`src/hw/rtl/fnvt_pkg.sv`:
```
// ----------------------------------------------------------------------------
// fnvt_pkg
// Shared constants and controller/datapath handshake types for the
// frame number vote tracker.
// ----------------------------------------------------------------------------
`default_nettype none

package fnvt_pkg;

	localparam int HISTORY_DEPTH = 16;

	localparam int T1_W     = 11;
	localparam int T2_W     = 5;
	localparam int T3_W     = 6;
	localparam int TIME_W   = 32;
	localparam int FRAME_W  = 32;
	localparam int PERIOD_W = 16;
	localparam int WINDOW_W = 10;
	localparam int CFG_W    = 16;

	localparam int IN_DATA_W  = 56;
	localparam int OUT_DATA_W = 48;

	// restoring divider: numerator 2*elapsed + period fits in 34 bits
	localparam int DIV_NUM_W  = 34;
	localparam int DIV_DEN_W  = 17;
	localparam int DIV_STEPS  = 34;
	localparam int DIV_CNT_W  = 6;

	localparam logic [PERIOD_W-1:0] FRAME_PERIOD_RESET = 16'd60000;
	localparam logic [WINDOW_W-1:0] LOCK_WINDOW_RESET  = 10'd10;

	localparam logic CFG_FRAME_PERIOD = 1'b0;
	localparam logic CFG_LOCK_WINDOW  = 1'b1;

	typedef struct packed {
		logic load;
		logic start;
		logic calc_exp;
		logic calc_diff;
		logic commit;
	} cmd_t;

	typedef struct packed {
		logic div_done;
		logic vote_done;
		logic out_free;
	} status_t;

endpackage

`default_nettype wire

```
`src/hw/rtl/fnvt_ctrl.sv`:
```
// ----------------------------------------------------------------------------
// fnvt_ctrl
// Sequencer for one burst: load, run divider and vote, form the
// prediction, check the window and commit the result word.
// ----------------------------------------------------------------------------
`default_nettype none

module fnvt_ctrl (
	input  wire logic                  clk,
	input  wire logic                  arst_n,
	input  wire logic                  in_valid,
	output logic                       in_ready,
	input  wire fnvt_pkg::status_t     st,
	output fnvt_pkg::cmd_t             cmd
);

	localparam logic [2:0] S_IDLE  = 3'd0;
	localparam logic [2:0] S_START = 3'd1;
	localparam logic [2:0] S_RUN   = 3'd2;
	localparam logic [2:0] S_EXP   = 3'd3;
	localparam logic [2:0] S_DIFF  = 3'd4;
	localparam logic [2:0] S_WRITE = 3'd5;

	logic [2:0] state_q;
	logic [2:0] state_d;

	assign in_ready = (state_q == S_IDLE);

	always_comb begin
		state_d       = state_q;
		cmd           = '0;
		case (state_q)
			S_IDLE: begin
				if (in_valid) begin
					cmd.load = 1'b1;
					state_d  = S_START;
				end
			end
			S_START: begin
				cmd.start = 1'b1;
				state_d   = S_RUN;
			end
			S_RUN: begin
				if (st.div_done && st.vote_done) begin
					state_d = S_EXP;
				end
			end
			S_EXP: begin
				cmd.calc_exp = 1'b1;
				state_d      = S_DIFF;
			end
			S_DIFF: begin
				cmd.calc_diff = 1'b1;
				state_d       = S_WRITE;
			end
			S_WRITE: begin
				if (st.out_free) begin
					cmd.commit = 1'b1;
					state_d    = S_IDLE;
				end
			end
			default: begin
				state_d = S_IDLE;
			end
		endcase
	end

	always_ff @(posedge clk or negedge arst_n) begin
		if (!arst_n) begin
			state_q <= S_IDLE;
		end else begin
			state_q <= state_d;
		end
	end

	a_load_starts: assert property (@(posedge clk) disable iff (!arst_n)
		cmd.load |=> (state_q == S_START))
		else $error("load not followed by start");

endmodule

`default_nettype wire

```
`src/hw/rtl/fnvt_dp.sv`:
```
// ----------------------------------------------------------------------------
// fnvt_dp
// Datapath: T1 history with rotating majority vote, bit-serial divider
// for the elapsed frame count, frame number forming and window check.
// ----------------------------------------------------------------------------
`default_nettype none

module fnvt_dp #(
	parameter int HISTORY_DEPTH = fnvt_pkg::HISTORY_DEPTH
) (
	input  wire logic                            clk,
	input  wire logic                            arst_n,
	input  wire fnvt_pkg::cmd_t                  cmd,
	output fnvt_pkg::status_t                    st,
	input  wire logic                            cfg_we,
	input  wire logic                            cfg_index,
	input  wire logic [fnvt_pkg::CFG_W-1:0]      cfg_data,
	input  wire logic [fnvt_pkg::T1_W-1:0]       burst_t1,
	input  wire logic [fnvt_pkg::T2_W-1:0]       burst_t2,
	input  wire logic [fnvt_pkg::T3_W-1:0]       burst_t3,
	input  wire logic [fnvt_pkg::TIME_W-1:0]     timestamp,
	input  wire logic                            out_ready,
	output logic                                 out_valid,
	output logic [fnvt_pkg::T1_W-1:0]            majority_t1,
	output logic [fnvt_pkg::FRAME_W-1:0]         shown_frame,
	output logic                                 is_locked
);

	localparam int N     = HISTORY_DEPTH;
	localparam int IDX_W = $clog2(N);
	localparam int CNT_W = $clog2(N + 1);
	localparam int T1_W  = fnvt_pkg::T1_W;
	localparam int FW    = fnvt_pkg::FRAME_W;
	localparam int NUM_W = fnvt_pkg::DIV_NUM_W;
	localparam int DEN_W = fnvt_pkg::DIV_DEN_W;

	// configuration
	logic [fnvt_pkg::PERIOD_W-1:0] period_q;
	logic [fnvt_pkg::WINDOW_W-1:0] window_q;

	always_ff @(posedge clk or negedge arst_n) begin
		if (!arst_n) begin
			period_q <= fnvt_pkg::FRAME_PERIOD_RESET;
			window_q <= fnvt_pkg::LOCK_WINDOW_RESET;
		end else if (cfg_we) begin
			case (cfg_index)
				fnvt_pkg::CFG_FRAME_PERIOD: period_q <= cfg_data[fnvt_pkg::PERIOD_W-1:0];
				fnvt_pkg::CFG_LOCK_WINDOW:  window_q <= cfg_data[fnvt_pkg::WINDOW_W-1:0];
				default: ;
			endcase
		end
	end

	// burst word
	logic [fnvt_pkg::T2_W-1:0]   t2_q;
	logic [fnvt_pkg::T3_W-1:0]   t3_q;
	logic [fnvt_pkg::TIME_W-1:0] ts_q;

	always_ff @(posedge clk) begin
		if (cmd.load) begin
			t2_q <= burst_t2;
			t3_q <= burst_t3;
			ts_q <= timestamp;
		end
	end

	// history: oldest valid entry at the lowest valid index
	logic [T1_W-1:0] hist_q [N];
	logic [N-1:0]    fill_q;
	logic            rot_q;
	logic [IDX_W-1:0] rot_idx_q;

	always_ff @(posedge clk) begin
		if (cmd.load) begin
			for (int k = 0; k < N - 1; k++) begin
				hist_q[k] <= hist_q[k+1];
			end
			hist_q[N-1] <= burst_t1;
		end else if (rot_q) begin
			for (int k = 0; k < N - 1; k++) begin
				hist_q[k] <= hist_q[k+1];
			end
			hist_q[N-1] <= hist_q[0];
		end
	end

	always_ff @(posedge clk or negedge arst_n) begin
		if (!arst_n) begin
			fill_q    <= '0;
			rot_q     <= 1'b0;
			rot_idx_q <= '0;
		end else begin
			if (cmd.load) begin
				fill_q <= {1'b1, fill_q[N-1:1]};
			end else if (rot_q) begin
				fill_q <= {fill_q[0], fill_q[N-1:1]};
			end
			if (cmd.start) begin
				rot_q     <= 1'b1;
				rot_idx_q <= '0;
			end else if (rot_q) begin
				rot_idx_q <= rot_idx_q + 1'b1;
				if (rot_idx_q == IDX_W'(N - 1)) begin
					rot_q <= 1'b0;
				end
			end
		end
	end

	// vote pipeline: match vector, count, best update
	logic [N-1:0]     match_s1;
	logic [T1_W-1:0]  cand_s1;
	logic             candv_s1;
	logic             v_s1;
	logic [CNT_W-1:0] cnt_s2;
	logic [T1_W-1:0]  cand_s2;
	logic             candv_s2;
	logic             v_s2;
	logic [CNT_W-1:0] cnt_d;
	logic [CNT_W-1:0] best_votes_q;
	logic [T1_W-1:0]  best_q;

	always_comb begin
		cnt_d = '0;
		for (int k = 0; k < N; k++) begin
			cnt_d = cnt_d + CNT_W'(match_s1[k]);
		end
	end

	always_ff @(posedge clk) begin
		for (int k = 0; k < N; k++) begin
			match_s1[k] <= fill_q[k] && (hist_q[k] == hist_q[0]);
		end
		cand_s1  <= hist_q[0];
		candv_s1 <= fill_q[0];
		cnt_s2   <= cnt_d;
		cand_s2  <= cand_s1;
		candv_s2 <= candv_s1;
		if (cmd.start) begin
			best_votes_q <= '0;
			best_q       <= '0;
		end else if (v_s2 && candv_s2 && (cnt_s2 > best_votes_q)) begin
			best_votes_q <= cnt_s2;
			best_q       <= cand_s2;
		end
	end

	always_ff @(posedge clk or negedge arst_n) begin
		if (!arst_n) begin
			v_s1 <= 1'b0;
			v_s2 <= 1'b0;
		end else begin
			v_s1 <= rot_q;
			v_s2 <= v_s1;
		end
	end

	// state carried from burst to burst
	logic [FW-1:0]               prev_frame_q;
	logic [fnvt_pkg::TIME_W-1:0] prev_time_q;
	logic                        lock_q;

	// divider: delta = (2*elapsed + P) / (2*P)
	logic [NUM_W-1:0]                 num_q;
	logic [DEN_W-1:0]                 den_q;
	logic [DEN_W-1:0]                 rem_q;
	logic [fnvt_pkg::DIV_CNT_W-1:0]   div_cnt_q;
	logic                             div_busy_q;
	logic [fnvt_pkg::TIME_W-1:0]      elapsed;
	logic [fnvt_pkg::PERIOD_W-1:0]    period_eff;
	logic [DEN_W:0]                   trial;
	logic                             q_bit;

	assign elapsed    = ts_q - prev_time_q;
	assign period_eff = (period_q == '0) ? fnvt_pkg::PERIOD_W'(1) : period_q;
	assign trial      = {rem_q, num_q[NUM_W-1]};
	assign q_bit      = (trial >= {1'b0, den_q});

	always_ff @(posedge clk) begin
		if (cmd.start) begin
			num_q <= {1'b0, elapsed, 1'b0} + NUM_W'(period_eff);
			den_q <= {period_eff, 1'b0};
			rem_q <= '0;
		end else if (div_busy_q) begin
			num_q <= {num_q[NUM_W-2:0], q_bit};
			rem_q <= q_bit ? DEN_W'(trial - {1'b0, den_q}) : trial[DEN_W-1:0];
		end
	end

	always_ff @(posedge clk or negedge arst_n) begin
		if (!arst_n) begin
			div_busy_q <= 1'b0;
			div_cnt_q  <= '0;
		end else if (cmd.start) begin
			div_busy_q <= 1'b1;
			div_cnt_q  <= '0;
		end else if (div_busy_q) begin
			div_cnt_q <= div_cnt_q + 1'b1;
			if (div_cnt_q == fnvt_pkg::DIV_CNT_W'(fnvt_pkg::DIV_STEPS - 1)) begin
				div_busy_q <= 1'b0;
			end
		end
	end

	// frame number from T2/T3: 51 * ((t3 - t2) mod 26) + t3
	logic [6:0]  tdiff;
	logic [4:0]  tmod;
	logic [10:0] base_q;

	assign tdiff = 7'({1'b0, t3_q}) + 7'd52 - 7'({2'b0, t2_q});

	always_comb begin
		if (tdiff >= 7'd104) begin
			tmod = 5'(tdiff - 7'd104);
		end else if (tdiff >= 7'd78) begin
			tmod = 5'(tdiff - 7'd78);
		end else if (tdiff >= 7'd52) begin
			tmod = 5'(tdiff - 7'd52);
		end else if (tdiff >= 7'd26) begin
			tmod = 5'(tdiff - 7'd26);
		end else begin
			tmod = 5'(tdiff);
		end
	end

	always_ff @(posedge clk) begin
		if (cmd.start) begin
			base_q <= 11'(11'd51 * 11'(tmod)) + 11'(t3_q);
		end
	end

	// prediction and window check
	logic [FW-1:0] fn_q;
	logic [FW-1:0] exp_q;
	logic [FW-1:0] diff_q;
	logic [FW-1:0] mag;
	logic          in_win;
	logic [FW-1:0] shown;

	always_ff @(posedge clk) begin
		if (cmd.calc_exp) begin
			fn_q  <= FW'(base_q) + FW'(22'(best_q) * 22'd1326);
			exp_q <= prev_frame_q + num_q[FW-1:0];
		end
		if (cmd.calc_diff) begin
			diff_q <= fn_q - exp_q;
		end
	end

	assign mag    = diff_q[FW-1] ? (FW'(0) - diff_q) : diff_q;
	assign in_win = (mag <= FW'(window_q));
	assign shown  = (lock_q && !in_win) ? exp_q : fn_q;

	always_ff @(posedge clk or negedge arst_n) begin
		if (!arst_n) begin
			prev_frame_q <= '0;
			prev_time_q  <= '0;
			lock_q       <= 1'b0;
		end else if (cmd.commit) begin
			prev_frame_q <= shown;
			prev_time_q  <= ts_q;
			if (!lock_q && fill_q[N-2] && in_win) begin
				lock_q <= 1'b1;
			end
		end
	end

	// result word register
	always_ff @(posedge clk or negedge arst_n) begin
		if (!arst_n) begin
			out_valid <= 1'b0;
		end else if (cmd.commit) begin
			out_valid <= 1'b1;
		end else if (out_ready) begin
			out_valid <= 1'b0;
		end
	end

	always_ff @(posedge clk) begin
		if (cmd.commit) begin
			majority_t1 <= best_q;
			shown_frame <= shown;
			is_locked   <= lock_q || (fill_q[N-2] && in_win);
		end
	end

	assign st.div_done  = !div_busy_q;
	assign st.vote_done = !rot_q && !v_s1 && !v_s2;
	assign st.out_free  = !out_valid || out_ready;

	a_commit_free: assert property (@(posedge clk) disable iff (!arst_n)
		cmd.commit |-> (!out_valid || out_ready))
		else $error("result overwritten before taken");

	a_commit_valid: assert property (@(posedge clk) disable iff (!arst_n)
		cmd.commit |=> out_valid)
		else $error("committed result not presented");

	a_div_busy: assert property (@(posedge clk) disable iff (!arst_n)
		cmd.start |=> (!st.div_done && !st.vote_done))
		else $error("divider or vote idle after start");

	a_lock_sticky: assert property (@(posedge clk) disable iff (!arst_n)
		lock_q |=> lock_q)
		else $error("lock dropped");

endmodule

`default_nettype wire

```
`src/hw/rtl/frame_number_vote_tracker.sv`:
```
// ----------------------------------------------------------------------------
// frame_number_vote_tracker
// Takes sync burst words (T1, T2, T3, timestamp), votes T1 over a sliding
// history, predicts the frame from elapsed time and reports a checked
// frame number with a lock flag.
// ----------------------------------------------------------------------------
// Each burst word runs through the bit-serial divider (one quotient bit per cycle
// over 34 bits) alongside the rotating vote over the history; the longer of the two
// sets when the result is formed. A new word is taken once the previous one has
// reached the output register, even if that result is still waiting downstream.
// Configuration must be written only while the block is idle; the block itself
// does not enforce this.
`default_nettype none

module frame_number_vote_tracker #(
	parameter int HISTORY_DEPTH = fnvt_pkg::HISTORY_DEPTH
) (
	input  wire logic                               clk,
	input  wire logic                               arst_n,
	input  wire logic                               s_tvalid,
	output logic                                    s_tready,
	// burst_t1[10:0], burst_t2[15:11], burst_t3[21:16], timestamp[53:22]
	input  wire logic [fnvt_pkg::IN_DATA_W-1:0]     s_tdata,
	output logic                                    m_tvalid,
	input  wire logic                               m_tready,
	// majority_t1[10:0], shown_frame[42:11]
	output logic [fnvt_pkg::OUT_DATA_W-1:0]         m_tdata,
	// is_locked[0]
	output logic                                    m_tuser,
	input  wire logic                               cfg_we,
	input  wire logic                               cfg_index,
	input  wire logic [fnvt_pkg::CFG_W-1:0]         cfg_data
);

	fnvt_pkg::cmd_t    cmd;
	fnvt_pkg::status_t st;

	logic [fnvt_pkg::T1_W-1:0]    majority_t1;
	logic [fnvt_pkg::FRAME_W-1:0] shown_frame;

	fnvt_ctrl u_ctrl (
		.clk      (clk),
		.arst_n   (arst_n),
		.in_valid (s_tvalid),
		.in_ready (s_tready),
		.st       (st),
		.cmd      (cmd)
	);

	fnvt_dp #(
		.HISTORY_DEPTH (HISTORY_DEPTH)
	) u_dp (
		.clk         (clk),
		.arst_n      (arst_n),
		.cmd         (cmd),
		.st          (st),
		.cfg_we      (cfg_we),
		.cfg_index   (cfg_index),
		.cfg_data    (cfg_data),
		.burst_t1    (s_tdata[10:0]),
		.burst_t2    (s_tdata[15:11]),
		.burst_t3    (s_tdata[21:16]),
		.timestamp   (s_tdata[53:22]),
		.out_ready   (m_tready),
		.out_valid   (m_tvalid),
		.majority_t1 (majority_t1),
		.shown_frame (shown_frame),
		.is_locked   (m_tuser)
	);

	assign m_tdata = {5'b0, shown_frame, majority_t1};

endmodule

`default_nettype wire
```
`config.mk`:
```
export PLATFORM = sky130hd
export DESIGN_NAME = frame_number_vote_tracker
export DESIGN_NICKNAME = d
export VERILOG_FILES = /design/src/hw/rtl/fnvt_pkg.sv /design/src/hw/rtl/fnvt_ctrl.sv /design/src/hw/rtl/fnvt_dp.sv /design/src/hw/rtl/frame_number_vote_tracker.sv
export SDC_FILE = /design/constraint.sdc
export NUM_CORES = 1
export LEC_CHECK = 0
export ABC_AREA = 1
export BUFFER_PORTS_ARGS = -buffer_cell sky130_fd_sc_hd__buf_4
export CAP_MARGIN = 5
export CORE_ASPECT_RATIO = 2
export CORE_MARGIN = 4
export CORE_UTILIZATION = 50
export DETAILED_ROUTE_END_ITERATION = 7
export HOLD_SLACK_MARGIN = 0.1
export PLACE_DENSITY = 0.71
export SLEW_MARGIN = 30
export SYNTH_ARGS = -nofsm -noshare
export SYNTH_HDL_FRONTEND = slang
export SYNTH_SLANG_ARGS = --single-unit
```
`constraint.sdc`:
```
create_clock -name clk -period 7.9 [get_ports clk]
set_input_delay 0.395 -clock clk [delete_from_list [all_inputs] [get_ports clk]]
set_output_delay 0.395 -clock clk [all_outputs]
set_load 0.02 [all_outputs]
```
==> results of run 1 <==
-- worst max-delay path, delay by kind of cell, from the launching register on --
kind	cells	cell delay [ns]
DFF	1	0.39
and+or+nand+nor	8	0.90
adders and majority gates	8	2.61
xor gates and xnor gates	2	0.66
AOI/OAI and AO/OA	7	1.11
buffers and inverters	5	0.45
-- area by class of cell --
class                           instances  share of cell area
Sequential cell                       613              0.4224
Multi-Input combinational cell       2669              0.4021
Inverter                              565             0.05262
Timing Repair Buffer                  214             0.04589
Clock buffer                           69             0.03962
Tap cell                              910             0.02825
Clock inverter                         31            0.009097
-- per-layer routing --
layer	part of all wire	vias up	routed length (um)	GRT usage
li1	-	13460	-	-
met1	0.35	12860	32270	0.2378
met2	0.55	654	50050	0.4670
met3	0.033	299	3049	0.02515
met4	0.069	2	6354	0.1398
met5	0.00014	-	13	0
-- logic make-up after synthesis --
group | share of synthesized area
AND/OR/NAND/NOR | 0.1739
multiplexers | 0.002206
buffers and inverters | 0.07119
flip-flops | 0.4764
other | 0.0001049
AO/OA/AOI/OAI | 0.09976
adder cells (fa/ha/maj) | 0.1245
XOR/XNOR | 0.05196
-- flip-flops by register name (all words and copies together), names as in the netlist, 32 cells and up --
register	cells
u_dp.diff_q	32
u_dp.exp_q	32
u_dp.hist_q	176
u_dp.num_q	34
u_dp.prev_frame_q	32
u_dp.prev_time_q	32
u_dp.shown_frame	32
u_dp.ts_q	32
-- cells in the final DEF, fill, tap and decap left out, types with 29 or more instances in the layout --
cell type / Yosys / layout
sky130_fd_sc_hd__clkbuf_16: 0 / 61
sky130_fd_sc_hd__inv_1: 560 / 557
sky130_fd_sc_hd__nor2_1: 252 / 251
sky130_fd_sc_hd__nor3_1: 35 / 34
sky130_fd_sc_hd__and2_1: 29 / 29
sky130_fd_sc_hd__a21oi_1: 209 / 209
sky130_fd_sc_hd__fa_1: 51 / 51
sky130_fd_sc_hd__xor2_1: 128 / 128
sky130_fd_sc_hd__ha_1: 274 / 274
sky130_fd_sc_hd__edfxtp_1: 411 / 411
sky130_fd_sc_hd__xnor2_1: 84 / 84
sky130_fd_sc_hd__buf_4: 5 / 136
sky130_fd_sc_hd__nand2_1: 891 / 888
sky130_fd_sc_hd__o21ai_0: 260 / 260
sky130_fd_sc_hd__dfxtp_1: 77 / 77
sky130_fd_sc_hd__dlygate4sd3_1: 0 / 73
sky130_fd_sc_hd__dfrtp_1: 116 / 116
sky130_fd_sc_hd__nand3_1: 184 / 184
-- final timing paths --
| kind | endpoint | slack, ns | start |
|---|---|---|---|
| setup / recovery | u_dp.base_q[9] | 1.53 | u_dp.t3_q[1] |
| hold / removal | u_dp.cand_s2[9] | 0.33 | u_dp.cand_s1[9] |
| setup reg to reg | u_dp.base_q[9] | 1.53 | u_dp.t3_q[1] |
| hold reg to reg | u_dp.cand_s2[9] | 0.33 | u_dp.cand_s1[9] |
| max in group asynchronous | u_dp.prev_frame_q[18] | 6.28 | arst_n |
| min in group asynchronous | u_dp.prev_time_q[7] | 0.36 | arst_n |
-- stage by stage --
stage | area, um^2 | util
2_1_floorplan | 35750 | -
3_3_place_gp | 37550 | 0.5304
3_5_place_dp | 37570 | 0.5308
4_1_cts | 40270 | 0.5688
5_1_grt | 40300 | 0.5693
6_report | 40300 | 0.5693
-- what timing repair did --
item / CTS / global route
hold endpoints to repair: 143 / 0
hold buffers: 73 / 0
gates resized for setup: 0 / 0
==> flow_summary.toml, run 1 <==
[cts]
clkSinkCount = 613
htreeDepth = 2
clockRootBuffer = "sky130_fd_sc_hd__clkbuf_16"
clkTransAtPathRegs_ns = 0.07
cts_setup_buffers = 0
clock_latency_reported_for_the_late_side_of_the_worst_skew_pair_ns = 0.62
cts_tree = "built"
clockBufferDepth = 3
cts_made_buffers = 53

[die]
start_util = 0.5047
floorplan.die_area_um2 = 76060
core_box_area_um2 = 70790
row_count = 138
die_x_um = 197.0
die_height_um = 386.1
pin_count = 129

[cells_and_area]
num-nets-final = 4519
area_delta_synth_final_pct = 12.78
multi_input_comb_area_um2 = 16210
n_fill_cell = 6228
antenna_cells_inserted = 0
layout-drive-gt1-share = 0.07090
post_layout_nonfiller_instances = 5071
layout.area.seq_um2 = 17020

[setup_path]
worst_r2r_path_depth = 30
crit_path_top_delay_cell = "sky130_fd_sc_hd__xnor2_1"
most_repeated_library_cell_on_the_critical_path = "sky130_fd_sc_hd__ha_1"
arrival_time_at_the_worst_endpoint_ns = 6.74
end_kind = "flip-flop"
critical_path.max_fanout = 7
timing_worst_setup_path_type = "flip-flop to flip-flop"
timing.critical_path.required_ns = 8.27
worst_setup_path_start_kind = "flip-flop"
max_stage_delay_ns = 0.54

[synth]
dominant_cell_by_count_in_the_synthesized_netlist = "sky130_fd_sc_hd__nand2_1"
post_synth_num_cell_types = 58
ffs_w_async_s_r_synth = 0.2039
synth.yosys.warnings = 0
syn-cell-area_um2 = 35730
ys.flop_type = "sky130_fd_sc_hd__edfxtp_1"
synthesis.area_per_instance_um2 = 9.062
seq_area_frac_synth = 0.4764
synthDominantAreaCellType = "sky130_fd_sc_hd__edfxtp_1"
netlist_instances = 3943
synth-seq-cells = 613
synth.top_cell.area_share = 0.3454
edff_count_synth = 411
synthTopCellsByArea = "sky130_fd_sc_hd__edfxtp_1 35%, sky130_fd_sc_hd__ha_1 9.6%, sky130_fd_sc_hd__nand2_1 9.4%, sky130_fd_sc_hd__dfrtp_1 8.1%, sky130_fd_sc_hd__inv_1 5.9%"
ys_top_cells_by_count = "891 x sky130_fd_sc_hd__nand2_1, 560 x sky130_fd_sc_hd__inv_1, 411 x sky130_fd_sc_hd__edfxtp_1"

[drt]
detail_route.wl_per_cell_um = 18.09
post-route-drc-count = 0
vias_per_cell = 5.379
route.vias.total = 27280
total_routed_length_um = 91730
drt_pre_antenna_iters = 8
route.antenna.remaining_nets = 0
initialDrtViolationCount = 1394

[sta]
final-max-slew-violation-count = 0
setup_slack_of_the_critical_path_after_layout_ns = 1.526
min_period_over_period = 0.8068
clock-skew-final_ns = 0.03333
fmax_mhz = 156.9
max_slew.worst_pin.slew_ns = 1.031
report.final.hold_viol_count = 0
finalHoldWorstSlack_ns = 0.3265
timing.final.crit_period_ns = 6.374
finalSetupTns_ns = 0
rsz0062_at_grt = "false"
maxSlewHeadroom = 0.3128
setup_viol_count_final = 0

[global_route]
grt_antenna_before_repair = 1
grt_start_max_net_pins = 206
grt_pass1_wl_um = 143200
gr-usage-all-layers = 0.2384
vias_in_the_first_global_route = 27710
overflow = 0

[run_status]
run_status = "finished clean"

[min_path]
min_delay_path_depth = 0
min-delay-path-class = "flip-flop to flip-flop"

[place]
place_ws_ns = 1.482
post-dp-hpwl_um = 70940
place.port_buffers = 121
place_inst = 4897
global_placer_s_final_weighted_congestion = 0.9586

[run]
maxCapViolCount = 0
Power of run 1 is left out: the tool's default activity adds up to more than one toggle a clock period on the data nets, which glitch-free logic cannot reach.
==> run 2: changes to the inputs <==
==> constraint.sdc (replaced) <==
create_clock -name clk -period 6.35 [get_ports clk]
set_input_delay 0.3175 -clock clk [delete_from_list [all_inputs] [get_ports clk]]
set_output_delay 0.3175 -clock clk [all_outputs]
set_load 0.02 [all_outputs]
==> run 2 against run 1 <==
Net effect: sequential share of layout area increased by 0.059 points; global-route usage increased by 0.15 points; routed wire length increased by 0.22%; die area unchanged; utilization decreased by 0.080 points; critical path depth unchanged; non-clock buffer count increased by 5; setup slack got worse by 1.0 ns; highest routed layer is now met4; first-iteration DRC count increased by 5.0%.
==> flow_summary.toml, run 2 (same netlist as run 1, synthesis figures left out) <==
[drt]
post-route-drc-count = 0
total_routed_length_um = 91930
vias_per_cell = 5.383
drt_pre_antenna_iters = 5
initialDrtViolationCount = 1464
route.vias.total = 27330
route.antenna.remaining_nets = 0
detail_route.wl_per_cell_um = 18.10

[setup_path]
worst_r2r_path_depth = 30
most_repeated_library_cell_on_the_critical_path = "sky130_fd_sc_hd__ha_1"
crit_path_top_delay_cell = "sky130_fd_sc_hd__fa_1"
rr_endpoint = "u_dp.base_q[9]"
worst_setup_path_start_kind = "flip-flop"
end_kind = "flip-flop"
regToRegStartpoint = "u_dp.t3_q[3]"
timing_worst_setup_path_type = "flip-flop to flip-flop"
timing.critical_path.buf_inv = 4
max_stage_delay_ns = 0.53
timing.critical_path.required_ns = 6.72
reg2reg_slack_ns = 0.52
critical-path-top-delay-family = "adder cells"
critical_path.max_fanout = 5
crit_cells = 30
arrival_time_at_the_worst_endpoint_ns = 6.20

[sta]
rsz0062_at_grt = "false"
min_period_over_period = 0.9178
clock-skew-final_ns = 0.01821
finalSetupTns_ns = 0
max_slew.worst_pin.slew_ns = 0.9911
fmax_mhz = 171.6
setup_viol_count_final = 0
final-max-slew-violation-count = 0
maxSlewHeadroom = 0.3393
report.final.hold_viol_count = 0
timing.final.crit_period_ns = 5.828

[place]
global_placer_s_final_weighted_congestion = 0.9556
post-dp-hpwl_um = 71280
place.port_buffers = 121

[cells_and_area]
max_ffs_per_register = 176
layout-drive-gt1-share = 0.07294
n_fill_cell = 6363
mostFrequentLayoutCells = "887 x sky130_fd_sc_hd__nand2_1, 556 x sky130_fd_sc_hd__inv_1, 411 x sky130_fd_sc_hd__edfxtp_1"
antenna_cells_inserted = 0
area_delta_synth_final_pct = 12.63
num-nets-final = 4525
mostFrequentLayoutCell = "sky130_fd_sc_hd__nand2_1"
largest-register = "u_dp.hist_q"
largestRegisters = "u_dp.hist_q (176), u_dp.num_q (34)"

[global_route]
grt_start_max_net_pins = 147
overflow = 0
grt_antenna_before_repair = 0
grt_use_met1 = 0.2451
grtUsageMet3 = 0.02715
vias_in_the_first_global_route = 27720
grt_pass1_wl_um = 144100
grt.busiest_layer = "met2"
gr-usage-all-layers = 0.2398
groute.layer.met2.usage = 0.4642

[cts]
cts_made_buffers = 54
clock_latency_reported_for_the_late_side_of_the_worst_skew_pair_ns = 0.62
cts_tree = "built"
clockRootBuffer = "sky130_fd_sc_hd__clkbuf_16"
clockBufferDepth = 3
htreeDepth = 2
clkTransAtPathRegs_ns = 0.07
clkSinkCount = 613

[die]
pin_count = 129
row_count = 138
die_x_um = 197.0
die_height_um = 386.1
core_box_area_um2 = 70790
floorplan.die_area_um2 = 76060
start_util = 0.5047

[min_path]
min-delay-path-class = "input pin to asynchronous set/reset pin"

[run_status]
run_status = "finished clean"

[run]
maxCapViolCount = 0
[run 2: cell count changes in the layout (fill, tap and decap cells not counted), sizes merged]
cell / previous run / this run
clkinv: 18 / 16
clkinvlp: 3 / 4
buf: 141 / 146
clkbuf: 69 / 68
bufinv: 6 / 5
inv: 569 / 574
[run 2: area by class of cell]
cell class                      instances  area, um^2  area share
Tap cell                              910        1139     0.02829
Multi-Input combinational cell       2669       16220      0.4030
Inverter                              565        2123     0.05276
Clock buffer                           68        1490     0.03703
Clock inverter                         34       406.6     0.01010
Sequential cell                       613       17020      0.4230
Timing Repair Buffer                  219        1843     0.04580
[run 2: worst max-delay path by stage]
stage,from,endpoint,slack [ns]
finish,u_dp.t3_q[3],u_dp.base_q[9],0.52
global route,u_dp.t3_q[3],u_dp.base_q[9],0.002
CTS,u_dp.t3_q[3],u_dp.base_q[9],0.37
detailed placement,u_dp.t3_q[3],u_dp.base_q[9],0.39
global placement,u_dp.t3_q[3],u_dp.base_q[9],0.48
floorplan,u_dp.t3_q[1],u_dp.base_q[9],0.73
[run 2: routing by layer]
layer  vias to the layer above  wire length (um)  part of all wire
met5                         -                 0                 0
met4                         0              6047             0.066
met3                       286              3867             0.042
met2                       754             50060              0.54
met1                     12840             31950              0.35
li1                      13460                 -                 -
[run 2: timing repair]
item	CTS	global route
hold buffers	73	0
gates resized for setup	0	3
endpoints found under the hold margin	149	0
setup endpoints to repair	0	1
setup buffers	0	1
[run 2: per-stage QoR]
| step | instance area [um^2] | setup WS, ns | utilization | hold WS (ns) | std cells |
|---|---|---|---|---|---|
| floorplan | 35750 | 0.7254 | - | 0.02191 | 3947 |
| finish | 40240 | 0.5220 | 0.5685 | 0.2766 | 5078 |
| global placement | 37590 | 0.4752 | 0.5310 | 0.3101 | 4902 |
| CTS | 40220 | 0.3721 | 0.5682 | 0.3142 | 5077 |
| detailed placement | 37590 | 0.3862 | 0.5311 | 0.3121 | 4902 |
| global route | 40240 | 0.001695 | 0.5685 | 0.3213 | 5078 |
Power of run 2 is left out for the same reason.
